File: config.mk
export PLATFORM = sky130hd
export DESIGN_NAME = rmc_ram
export DESIGN_NICKNAME = d
export VERILOG_FILES = /design/src/hw/rtl/rmc_ram.sv
export SDC_FILE = /design/constraint.sdc
export NUM_CORES = 1
export LEC_CHECK = 0
export ABC_AREA = 1
export ABC_CLOCK_PERIOD_IN_PS = 1400
export BUFFER_PORTS_ARGS = -buffer_cell sky130_fd_sc_hd__buf_2
export CORE_MARGIN = 5
export CORE_UTILIZATION = 25
export DETAILED_ROUTE_END_ITERATION = 10
export PLACE_DENSITY_LB_ADDON = 0.08
export REMOVE_ABC_BUFFERS = 1
export SETUP_SLACK_MARGIN = 0.2
export SYNTH_ARGS = -nofsm -noshare
export SYNTH_HDL_FRONTEND = slang
export SYNTH_SLANG_ARGS = --single-unit
File: constraint.sdc
create_clock -name aclk -period 1.4 [get_ports aclk]
set_input_delay 0.07 -clock aclk [delete_from_list [all_inputs] [get_ports aclk]]
set_output_delay 0.07 -clock aclk [all_outputs]
set_load 0.005 [all_outputs]
File: src/hw/rtl/rmc_ram.sv
// Generic single-port-write, single-port-read RAM with registered read data.
module rmc_ram #(
    parameter int DATA_W = 8,
    parameter int DEPTH  = 16
) (
    input  logic                     aclk,
    input  logic                     wr_en,
    input  logic [$clog2(DEPTH)-1:0] wr_addr,
    input  logic [DATA_W-1:0]        wr_data,
    input  logic                     rd_en,
    input  logic [$clog2(DEPTH)-1:0] rd_addr,
    output logic [DATA_W-1:0]        rd_data
);

    logic [DATA_W-1:0] mem [DEPTH];

    always_ff @(posedge aclk) begin
        if (wr_en) begin
            mem[wr_addr] <= wr_data;
        end
        if (rd_en) begin
            rd_data <= mem[rd_addr];
        end
    end

endmodule

Word level (Yosys, flattened, before mapping)
Memory sizes are Yosys's and may differ from the RTL's. A register that Yosys moved wholly into a read port is not among the register bits.
Index checks and enable logic that the tools add are counted.
{"block": "op_classes", "mux": 2}
{"operator": "$mux W1", "n": 2}
{"block": "word_totals", "in_bits": 19, "elab_cells": 3, "ram_bits": 128, "output_inout_bits": 8, "n_memories": 1, "ff_bits": 0}
{"name": "mem", "depth": 16, "width": 8, "rd": 1, "rd_clocked_by_memory_dff": 1, "wr": 1, "line": "15", "rtl": "logic [DATA_W-1:0] mem [DEPTH];"}

Logic depth before layout (Yosys ltp)
Gate-level depths: netlist of run 1.
{"block": "logic_depth", "ltp_word": 2, "ltp_mapped": 8, "ltp_nobuf": 7}

Worst setup path after synthesis of run 1
Ideal clock, no wire load.
{"block": "synth_timing", "path_type": "input port to flip-flop", "startpoint": "input wr_addr[2]", "endpoint": "memory mem[10][0] (enable)", "path_buffers": 0, "setup_slack_ps": 379, "t_required_ps": 1030, "t_arrival_ps": 651, "stages": 2, "setup_time_ps": 370, "cell_sequence": "nand3b_1 nor2_1"}
{"element": "start: declaration", "line": "8", "rtl": "input logic [$clog2(DEPTH)-1:0] wr_addr,"}
{"element": "end: declaration", "line": "15"}
Straight into the memory's write port.

==> results of run 1 <==
==> metrics by stage <==
| step | setup slack (ns) | std cells | cell area [um2] |
|---|---|---|---|
| finish | 0.287 | 929 | 7060 |
| global route | 0.190 | 929 | 7060 |
| CTS | 0.220 | 929 | 7030 |
| detailed placement | 0.0679 | 897 | 6460 |
| global placement | 0.0602 | 897 | 6460 |
| floorplan | 0.209 | 527 | 5680 |
==> repair_timing <==
action,4_1_cts,5_1_grt
setup buffers,0,0
gates resized for setup,0,5
endpoints found under the hold margin,0,0
endpoints found under the setup margin,0,5
hold buffers,0,0
==> final cells by class <==
class / instances / area [um2]
clock buffers: 21 / 440
clock inverters: 11 / 130
fillers: 2452 / 16200
inverters: 102 / 383
multi-input cells: 289 / 1240
flip-flops and latches: 136 / 4080
well taps: 319 / 399
repair buffers: 51 / 380
==> registers in the layout, indices dropped and copies added (netlist names) <==
signal   count
mem        128
rd_data      8
==> per-layer routing <==
layer | track usage (%) | share of wire [%]
met4 | 2.94 | 0.60
met2 | 19.1 | 46
met5 | 0 | 0
met1 | 17.3 | 49
met3 | 3.59 | 4.5
==> logic make-up (layout without fill, tap and decap cells) <==
group                  Yosys count  in the layout  share of synthesized area (%)
DFF                            136            136                           69.8
and+or+nand+nor                289            289                           20.8
buffers and inverters          126            185                           9.39
==> power by group <==
| part | internal [mW] | leakage, nW | total (mW) | switching, mW |
|---|---|---|---|---|
| Combinational | 0.184 | 1.46 | 0.603 | 0.419 |
| Sequential | 4.59 | 1.24 | 4.62 | 0.0298 |
| Clock | 2.77 | 0.279 | 4.36 | 1.59 |
==> worst max path at each step <==
stage | cells after the start | start | endpoint | slack, ns
3_5_place_dp | 7 | rd_addr[0] | rd_data[7] | 0.07
6_report | 6 | mem[3][2] | rd_data[2] | 0.29
5_1_grt | 6 | mem[13][7] | rd_data[7] | 0.19
4_1_cts | 6 | mem[9][7] | rd_data[7] | 0.22
3_3_place_gp | 7 | rd_addr[0] | rd_data[2] | 0.06
2_1_floorplan | 6 | rd_addr[0] | rd_data[2] | 0.21
==> placed cells by master (no fill, tap or decap), drive strengths merged <==
cell type	instances
nand2	173
edfxtp	136
inv	102
nand3	97
buf	51
clkbuf	21
nor2	17
clkinv	7
bufinv	3
nand3b	2
clkinvlp	1
==> impl_results.md, run 1 <==
- Die height: 163 um
- Worst-skew pair later-pin latency: 0.41 ns
- Final core occ: roughly 30%
- Yosys cell types: 11
- Vias in the first global route: between 3000 and 4000
- DIE AREA: between 0.02 and 0.03 mm2
- Sequential share of the synthesized area: between 60% and 70%
- Setup violators final: 0
- Worst-Margin Slew: 0.443 ns
- Routed Antenna Nets: 0
- Fraction of layout cells with a size suffix above 1: between 10% and 20%
- Syn Inst Count: around 550
- Min-Delay Path Class: primary input to register
- # diodes: 0
- Max-cap check violation count: 0
- Pre-antenna DRT Iters: 4
- Dpl hpwl: about 10 mm
- Most area-hungry cell type in the Yosys netlist: edfxtp_1
- Crit Path Category: register to register
- Relative slew slack: 70.4%
- Max IR drop VDD: between 0.7 and 0.8 mV
- Most frequent cell after synthesis: nand2_1
- Crit-path leading delay family: simple AND/OR/NAND/NOR gates
- Period utilization: between 70% and 80%
- Synthesis-stage register bit count: roughly 140
- CP Max Fanout: 1
- PwrDens: between 1000 and 1500 mW/mm2
- Root Buffer: clkbuf_16
- Fin Clk Skew: roughly 0.0037 ns
- Site Rows: 56
- Unrepaired setup endpoints after global routing: true
- WP data required: 1.57 ns
- Cts bufs inserted: 17
- Status: completed
- Synth area leaders: edfxtp_1 (70%), nand2_1 (11%), nand3_1 (8.3%)
- Die Width: approximately 160 um
- CTS tree: done
- Core ar.: roughly 0.023 mm2
- Gpl congestion: between 0.7 and 0.8
- CP arrival: about 1.3 ns
- R2r endpoint: rd_data[2]
- Hold_ws: 0.0386 ns
- Avg WL per Cell: 16.8 um
- Main flop type after synthesis: edfxtp_1
- Initial core utilization: approximately a quarter
- Port bufs: 26
- Fraction of registers with async set/reset: 0%
- Hold path endpoint: rd_data[4]
- Worst-path clk slew: 0.06 ns
- DR iter-0 viols: 331
- Io pins: 27
- Clock Tree Buf Depth: 2
- Fin crit period: 1.11 ns
- Tot GR Track Use: between 10% and 20%
- Via count: roughly 3800
- Crit-path cells: inv_1 -> nand2_1 -> nand3_1 -> nand3_1 -> nand3_2 -> nand2_1
- Max-slew violations: 0
- Worst Hold Depth: 1
- R2r startpoint: mem[3][2]
- Max incr delay on CP: ~0.36 ns
- Total grt overflow: 0
- CP max stage cell: edfxtp_1
- Pin count of the biggest net entering global routing: 65
- Ys Warns: 0
- Endpoints failing hold: 0
- R2R depth: 6
- Vias per cell: 4.10
- Syn_area_per_cell: 10.6 um2
- EDFF count, synth: approximately 140
- Startpoint Class: register
- Initial antenna violation count: 0
- CP bufs+invs: 1
- Nets: ~600
- Synth top cells by count: nand2_1 (173), edfxtp_1 (136), inv_1 (100), nand3_1 (97), nor2_1 (17)
- TNS Setup: 0 ns
- H-tree Lvls: 4
- Total Power: 9.59 mW
- Remaining DRCs: 0
- Hold Path Origin: rd_en
- Sink Count: 136
- First-pass GRT wire length: ~24 mm
- Synth top area share: 69.8%
- Highest clock rate: approximately 0.9 GHz
- Reg-to-reg slack, setup: 0.29 ns
- WL final: about 16 mm
- Area grow syn2layout: 20.7%
- Synthesized area: 0.00585 mm2
- Static leakage: approximately 3.0 nW
- Endpoint class of the critical path: register
Note: power is estimated with default switching activity, not from simulation.
==> inputs of run 2 (changes only) <==
--- a/config.mk
+++ b/config.mk
@@ -5,8 +5,8 @@
 export SDC_FILE = /design/constraint.sdc
 export NUM_CORES = 1
 export LEC_CHECK = 0
-export ABC_AREA = 1
-export ABC_CLOCK_PERIOD_IN_PS = 1400
+export ABC_AREA = 0
+export ABC_CLOCK_PERIOD_IN_PS = 1000
 export BUFFER_PORTS_ARGS = -buffer_cell sky130_fd_sc_hd__buf_2
 export CORE_MARGIN = 5
 export CORE_UTILIZATION = 25
==> constraint.sdc (replaced) <==
create_clock -name aclk -period 1 [get_ports aclk]
set_input_delay 0.05 -clock aclk [delete_from_list [all_inputs] [get_ports aclk]]
set_output_delay 0.05 -clock aclk [all_outputs]
set_load 0.005 [all_outputs]
==> run 2 against run 1 <==
Net effect:
- the run now ends with negative setup slack left
- via count shrank 35%
- die area decreased by 10%
- combinational power rose by 19%
- sequential power up 40%
- worst setup slack worse by 0.71 ns
- non-clock buffer count up 6
- final area is 6.1% lower
- hold slack lost 0.0095 ns
- first-iteration DRC count decreased by 66%
- clock skew rose by 0.0040 ns
- core utilization up 1.5 points
- critical path depth decreased by 3
- critical endpoint is now rd_data[1]
- largest cell class unchanged
==> impl_results.md, run 2 <==
- Total Power: 13.9 mW
- Fraction of layout cells with a size suffix above 1: approximately 43%
- Total grt overflow: 0
- Static leakage: between 2 and 2.5 nW
- Root Buffer: clkbuf_16
- Nets: 314
- Failing checks: negative setup slack
- Top Registers: mem: 128 flops, rd_data: 8 flops
- DR iter-0 viols: 113
- Pre-antenna DRT Iters: 4
- Max-slew violations: 0
- WP data required: between 1 and 1.5 ns
- Clock Tree Buf Depth: 2
- Sequential share of the synthesized area: 78.1%
- Yosys cell types: 18
- Sink Count: between 100 and 150
- Endpoints failing hold: 0
- Final Cell Area: approximately 0.0066 mm2
- First-pass GRT wire length: ~18 mm
- Worst-path clk slew: ~0.06 ns
- Endpoint class of the critical path: register
- Gpl congestion: slightly below 0.7
- Port bufs: 26
- Biggest register: mem
- Vias per cell: 4.22
- Fin worst setup slack: -0.423 ns
- Worst-Margin Slew: approximately 1.1 ns
- Hold_ws: 0.0291 ns
- Filler cell count in the final layout: about 2000
- Synthesized area: around 0.0052 mm2
- Ys Warns: 0
- Via count: 2457
- Fin crit period: between 1 and 1.5 ns
- FF+latch area: slightly above 0.004 mm2
- Max IR drop VDD: around 0.87 mV
- CTS tree: done
- CP arrival: 1.57 ns
- Die Width: about 150 um
- Startpoint Class: register
- Synth area leaders: edfxtp_1 (78%), mux4_2 (7.8%), mux4_1 (7.0%)
- Synthesis-stage register bit count: 136
- Avg WL per Cell: approximately 21 um
- Max-cap check violation count: 0
- Min-Delay Path Class: primary input to register
- WL final: 12.0 mm
- Synth top area share: about four fifths
- Die height: around 150 um
- EDFF count, synth: ~140
- Area grow syn2layout: 26.8%
- Routed Antenna Nets: 0
- CP Max Fanout: 1
- Largest register FFs: about 130
- Most frequent cell after synthesis: edfxtp_1
- Unrepaired setup endpoints after global routing: true
- Synth top cells by count: edfxtp_1 (136), mux4_2 (18), a22oi_1 (16), mux4_1 (14), nor2_1 (13)
- Cts bufs inserted: 17
- Status: finished, violations left
- PwrDens: about 2100 mW/mm2
- Vias in the first global route: approximately 2700
- Syn_area_per_cell: between 20 and 25 um2
- Syn Inst Count: around 230
- Core ar.: around 0.021 mm2
- Tot GR Track Use: between 10% and 20%
- Initial core utilization: 25.1%
- # diodes: 0
- Fraction of registers with async set/reset: 0%
- Main flop type after synthesis: edfxtp_1
- Cell Area, Placed: 0.00590 mm2
- Io pins: 27
- H-tree Lvls: 4
- Final core occ: around a third
- Initial antenna violation count: 0
- Leading cell type in the layout, fill and taps excluded: edfxtp_1
- Fin Clk Skew: a little under 0.008 ns
- Pin count of the biggest net entering global routing: 18
- Crit Path Category: register to register
- Period utilization: 142%
- Most frequent cells in the layout: edfxtp_1 (136), mux4_2 (29), buf_2 (24), buf_4 (20), clkbuf_16 (17)
- Most area-hungry cell type in the Yosys netlist: edfxtp_1
- Pre-CTS setup slack: -0.726 ns
- Worst-skew pair later-pin latency: a little over 0.4 ns
- Highest clock rate: 0.703 GHz
- DIE AREA: 0.0239 mm2
- Multi-input gate area: roughly 0.0011 mm2
- Relative slew slack: 24.4%
- Setup violators final: 12
- Site Rows: 53
- Remaining DRCs: 0
-- run 2: critical path, stage by stage, from the launching register on --
cell      delay (ns)
edfxtp_1        0.36
mux4_2          0.50
a22oi_2         0.19
nand2_1         0.11
-- run 2: layer usage --
layer  part of all wire (%)  global-route usage [%]
met5                      0                       0
met4                    1.2                    4.04
met3                    3.4                    2.99
met2                     47                    16.3
met1                     48                    14.6
-- run 2: area by class of cell --
class	count	share of cell area, %
sequential	136	61.6
multi-input combinational	83	16.5
timing repair buffer	57	6.95
clock buffer	17	6.42
tap	275	5.19
clock inverter	14	3.36
-- run 2: power by group --
part / internal [mW] / switching (mW)
logic: 0.326 / 0.391
clock network: 4.43 / 2.32
registers: 6.42 / 0.0364
total: 11.2 / 2.75
-- run 2: timing repair --
action	in CTS	in global routing
setup buffers	0	1
resized for setup	21	14
setup endpoints to repair	64	64
endpoints found under the hold margin	0	0
hold buffers	0	0
pin swaps	10	2
-- run 2: cell families after synthesis --
group / after synthesis / share of synthesized area [%]
and+or+nand+nor: 35 / 3.14
buffers and inverters: 10 / 1.65
muxes: 32 / 14.8
DFF: 136 / 78.1
AOI/OAI and AO/OA: 16 / 2.30
-- run 2: metrics by stage --
step	TNS, ns	instances
after floorplan	-19.84	219
after global placement	-29.75	550
after detailed placement	-29.91	550
after CTS	-3.54	581
after global routing	-3.84	582
final	-3.17	582
-- run 2: path summary, 6_finish.rpt --
path | start | end | slack, ns | cells past startpoint
setup / recovery | mem[14][1] | rd_data[1] | -0.42 | 3
hold / removal | wr_data[5] | mem[10][5] | 0.03 | 1
hold reg to reg | mem[15][0] | rd_data[0] | 0.76 | 3
setup reg to reg | mem[14][1] | rd_data[1] | -0.42 | 3
==> inputs of run 3 (changes only) <==
--- a/config.mk
+++ b/config.mk
@@ -8,6 +8,8 @@
 export ABC_AREA = 0
 export ABC_CLOCK_PERIOD_IN_PS = 1000
 export BUFFER_PORTS_ARGS = -buffer_cell sky130_fd_sc_hd__buf_2
+export CELL_PAD_IN_SITES_DETAIL_PLACEMENT = 0
+export CELL_PAD_IN_SITES_GLOBAL_PLACEMENT = 1
 export CORE_MARGIN = 5
 export CORE_UTILIZATION = 25
 export DETAILED_ROUTE_END_ITERATION = 10
==> run 3 against run 2 <==
Net effect:
- the flow still finishes with violations (negative setup slack)
- sequential share of layout area up 0.42 points
- maximum frequency down 1.1%
- worst setup slack worse by 0.016 ns
- hold slack improved by 0.0022 ns
- clock power decreased by 7.2%
- critical path type unchanged
- highest routed layer unchanged
==> impl_results.md, run 3 (synthesized netlist as in run 2, its figures left out) <==
- Status: finished, violations left
- Failing checks: negative setup slack
- Dpl hpwl: ~8 mm
- Post-CTS Setup Repair Bufs: 0
- Filler cell count in the final layout: about 2000
- Startpoint Class: register
- Biggest register: mem
- Max incr delay on CP: 0.51 ns
- # diodes: 0
- First-pass GRT wire length: between 15 and 20 mm
- CTS tree: done
- Endpoints failing hold: 0
- Cts bufs inserted: 17
- Fraction of layout cells with a size suffix above 1: about two fifths
- Tot GR Track Use: between 10% and 20%
- WP data required: about 1.1 ns
- Core ar.: ~0.021 mm2
- Dpl cells: roughly 550
- Via count: 2472
- Fin Clk Skew: around 0.0073 ns
- Worst-Margin Slew: 1.06 ns
- Vias in the first global route: ~2700
- Die height: approximately 150 um
- Worst-path clk slew: 0.06 ns
- Static leakage: 2.17 nW
- Cell Count, Final, Fillers Out: between 500 and 600
- Worst-skew pair later-pin latency: between 0.4 and 0.5 ns
- Crit-path leading delay family: multiplexers
- Total grt overflow: 0
- Min-Delay Path Class: primary input to register
- H-tree Lvls: 4
- DIE AREA: around 0.024 mm2
- CP Max Fanout: 1
- Avg WL per Cell: roughly 21 um
- DR iter-0 viols: around 150
- Routed Antenna Nets: 0
- Top Registers: mem: 128 flops, rd_data: 8 flops
- Initial core utilization: 25.1%
- Gpl congestion: ~0.65
- Nets: about 320
- Unrepaired setup endpoints after global routing: true
- Sink Count: about 140
- PwrDens: approximately 2000 mW/mm2
- Period utilization: 144%
- Final core occ: between 30% and 40%
- Relative slew slack: between 20 and 30%
- Pin count of the biggest net entering global routing: 23
- CP arrival: 1.58 ns
- Endpoint class of the critical path: register
- Most frequent cells in the layout: edfxtp_1 (136), mux4_2 (24), buf_2 (24), buf_4 (22), clkbuf_16 (17)
- Pre-CTS setup slack: -0.752 ns
- Max-slew violations: 0
- Vias per cell: roughly 4.2
- Pre-antenna DRT Iters: 4
- Largest register FFs: roughly 130
- Hold_buf cts: 0
- Root Buffer: clkbuf_16
- Highest clock rate: 0.695 GHz
- Clock Tree Buf Depth: 2
- Setup violators final: 10
- Io pins: 27
- Port bufs: 26
- Remaining DRCs: 0
- Site Rows: 53
- Initial antenna violation count: 0
- WL final: 12.2 mm
- Max-cap check violation count: 0
- CP bufs+invs: 0
- Leading cell type in the layout, fill and taps excluded: edfxtp_1
- Fin worst setup slack: -0.440 ns
- Crit Path Category: register to register
- Crit-path cells: mux4_1 -> a22oi_1 -> nand2_1
- CP max stage cell: mux4_1
- Area grow syn2layout: 25.9%
- Die Width: between 150 and 200 um
- Max IR drop VDD: just under 0.7 mV
- Fin crit period: between 1 and 1.5 ns
-- run 3: through the flow --
stage | total power, mW | cell area, um2 | hold WS [ns] | TNS [ns]
final | 13.4 | 6580 | 0.0313 | -3.32
after CTS | 13.7 | 6550 | 0.0164 | -3.70
after global placement | 7.27 | 5910 | 0.452 | -31.09
after detailed placement | 7.27 | 5910 | 0.452 | -32.08
after floorplan | 6.82 | 5140 | 0.149 | -19.84
after global routing | 14.0 | 6580 | 0.0205 | -4.06
-- run 3: cell type report --
type / count / area [um2] / area share (%)
timing repair buffer: 58 / 455 / 6.92
tap: 275 / 344 / 5.23
multi-input combinational: 83 / 1100 / 16.7
clock inverter: 14 / 175 / 2.66
sequential: 136 / 4080 / 62.0
clock buffer: 17 / 425 / 6.46
-- run 3: where the power goes --
part           switching [mW]  internal (mW)
clock network            2.34           3.93
logic                   0.384          0.317
registers              0.0346           6.42
total                    2.76           10.7
-- run 3: worst paths after layout --
kind                            cells past startpoint  slack (ns)          to       start
worst min-delay path                                1        0.03  mem[13][5]  wr_data[5]
worst min register to register                      3        0.74  rd_data[6]   mem[4][6]
worst max register to register                      3       -0.44  rd_data[5]   mem[1][5]
worst max-delay path                                3       -0.44  rd_data[5]   mem[1][5]
-- run 3: per-layer routing --
metal	global-route usage (%)	vias up	part of all wire (%)	routed length (um)
met5	0	-	0	0
met4	3.28	0	0.93	114
met3	3.08	7	3.2	386
met2	16.5	52	47	5710
met1	15.2	1307	49	6010
li1	-	1106	-	-
-- run 3: repair_timing --
item,in CTS,in global routing
pin swaps,9,5
cloned,0,0
resized for setup,17,11
setup endpoints to repair,56,54
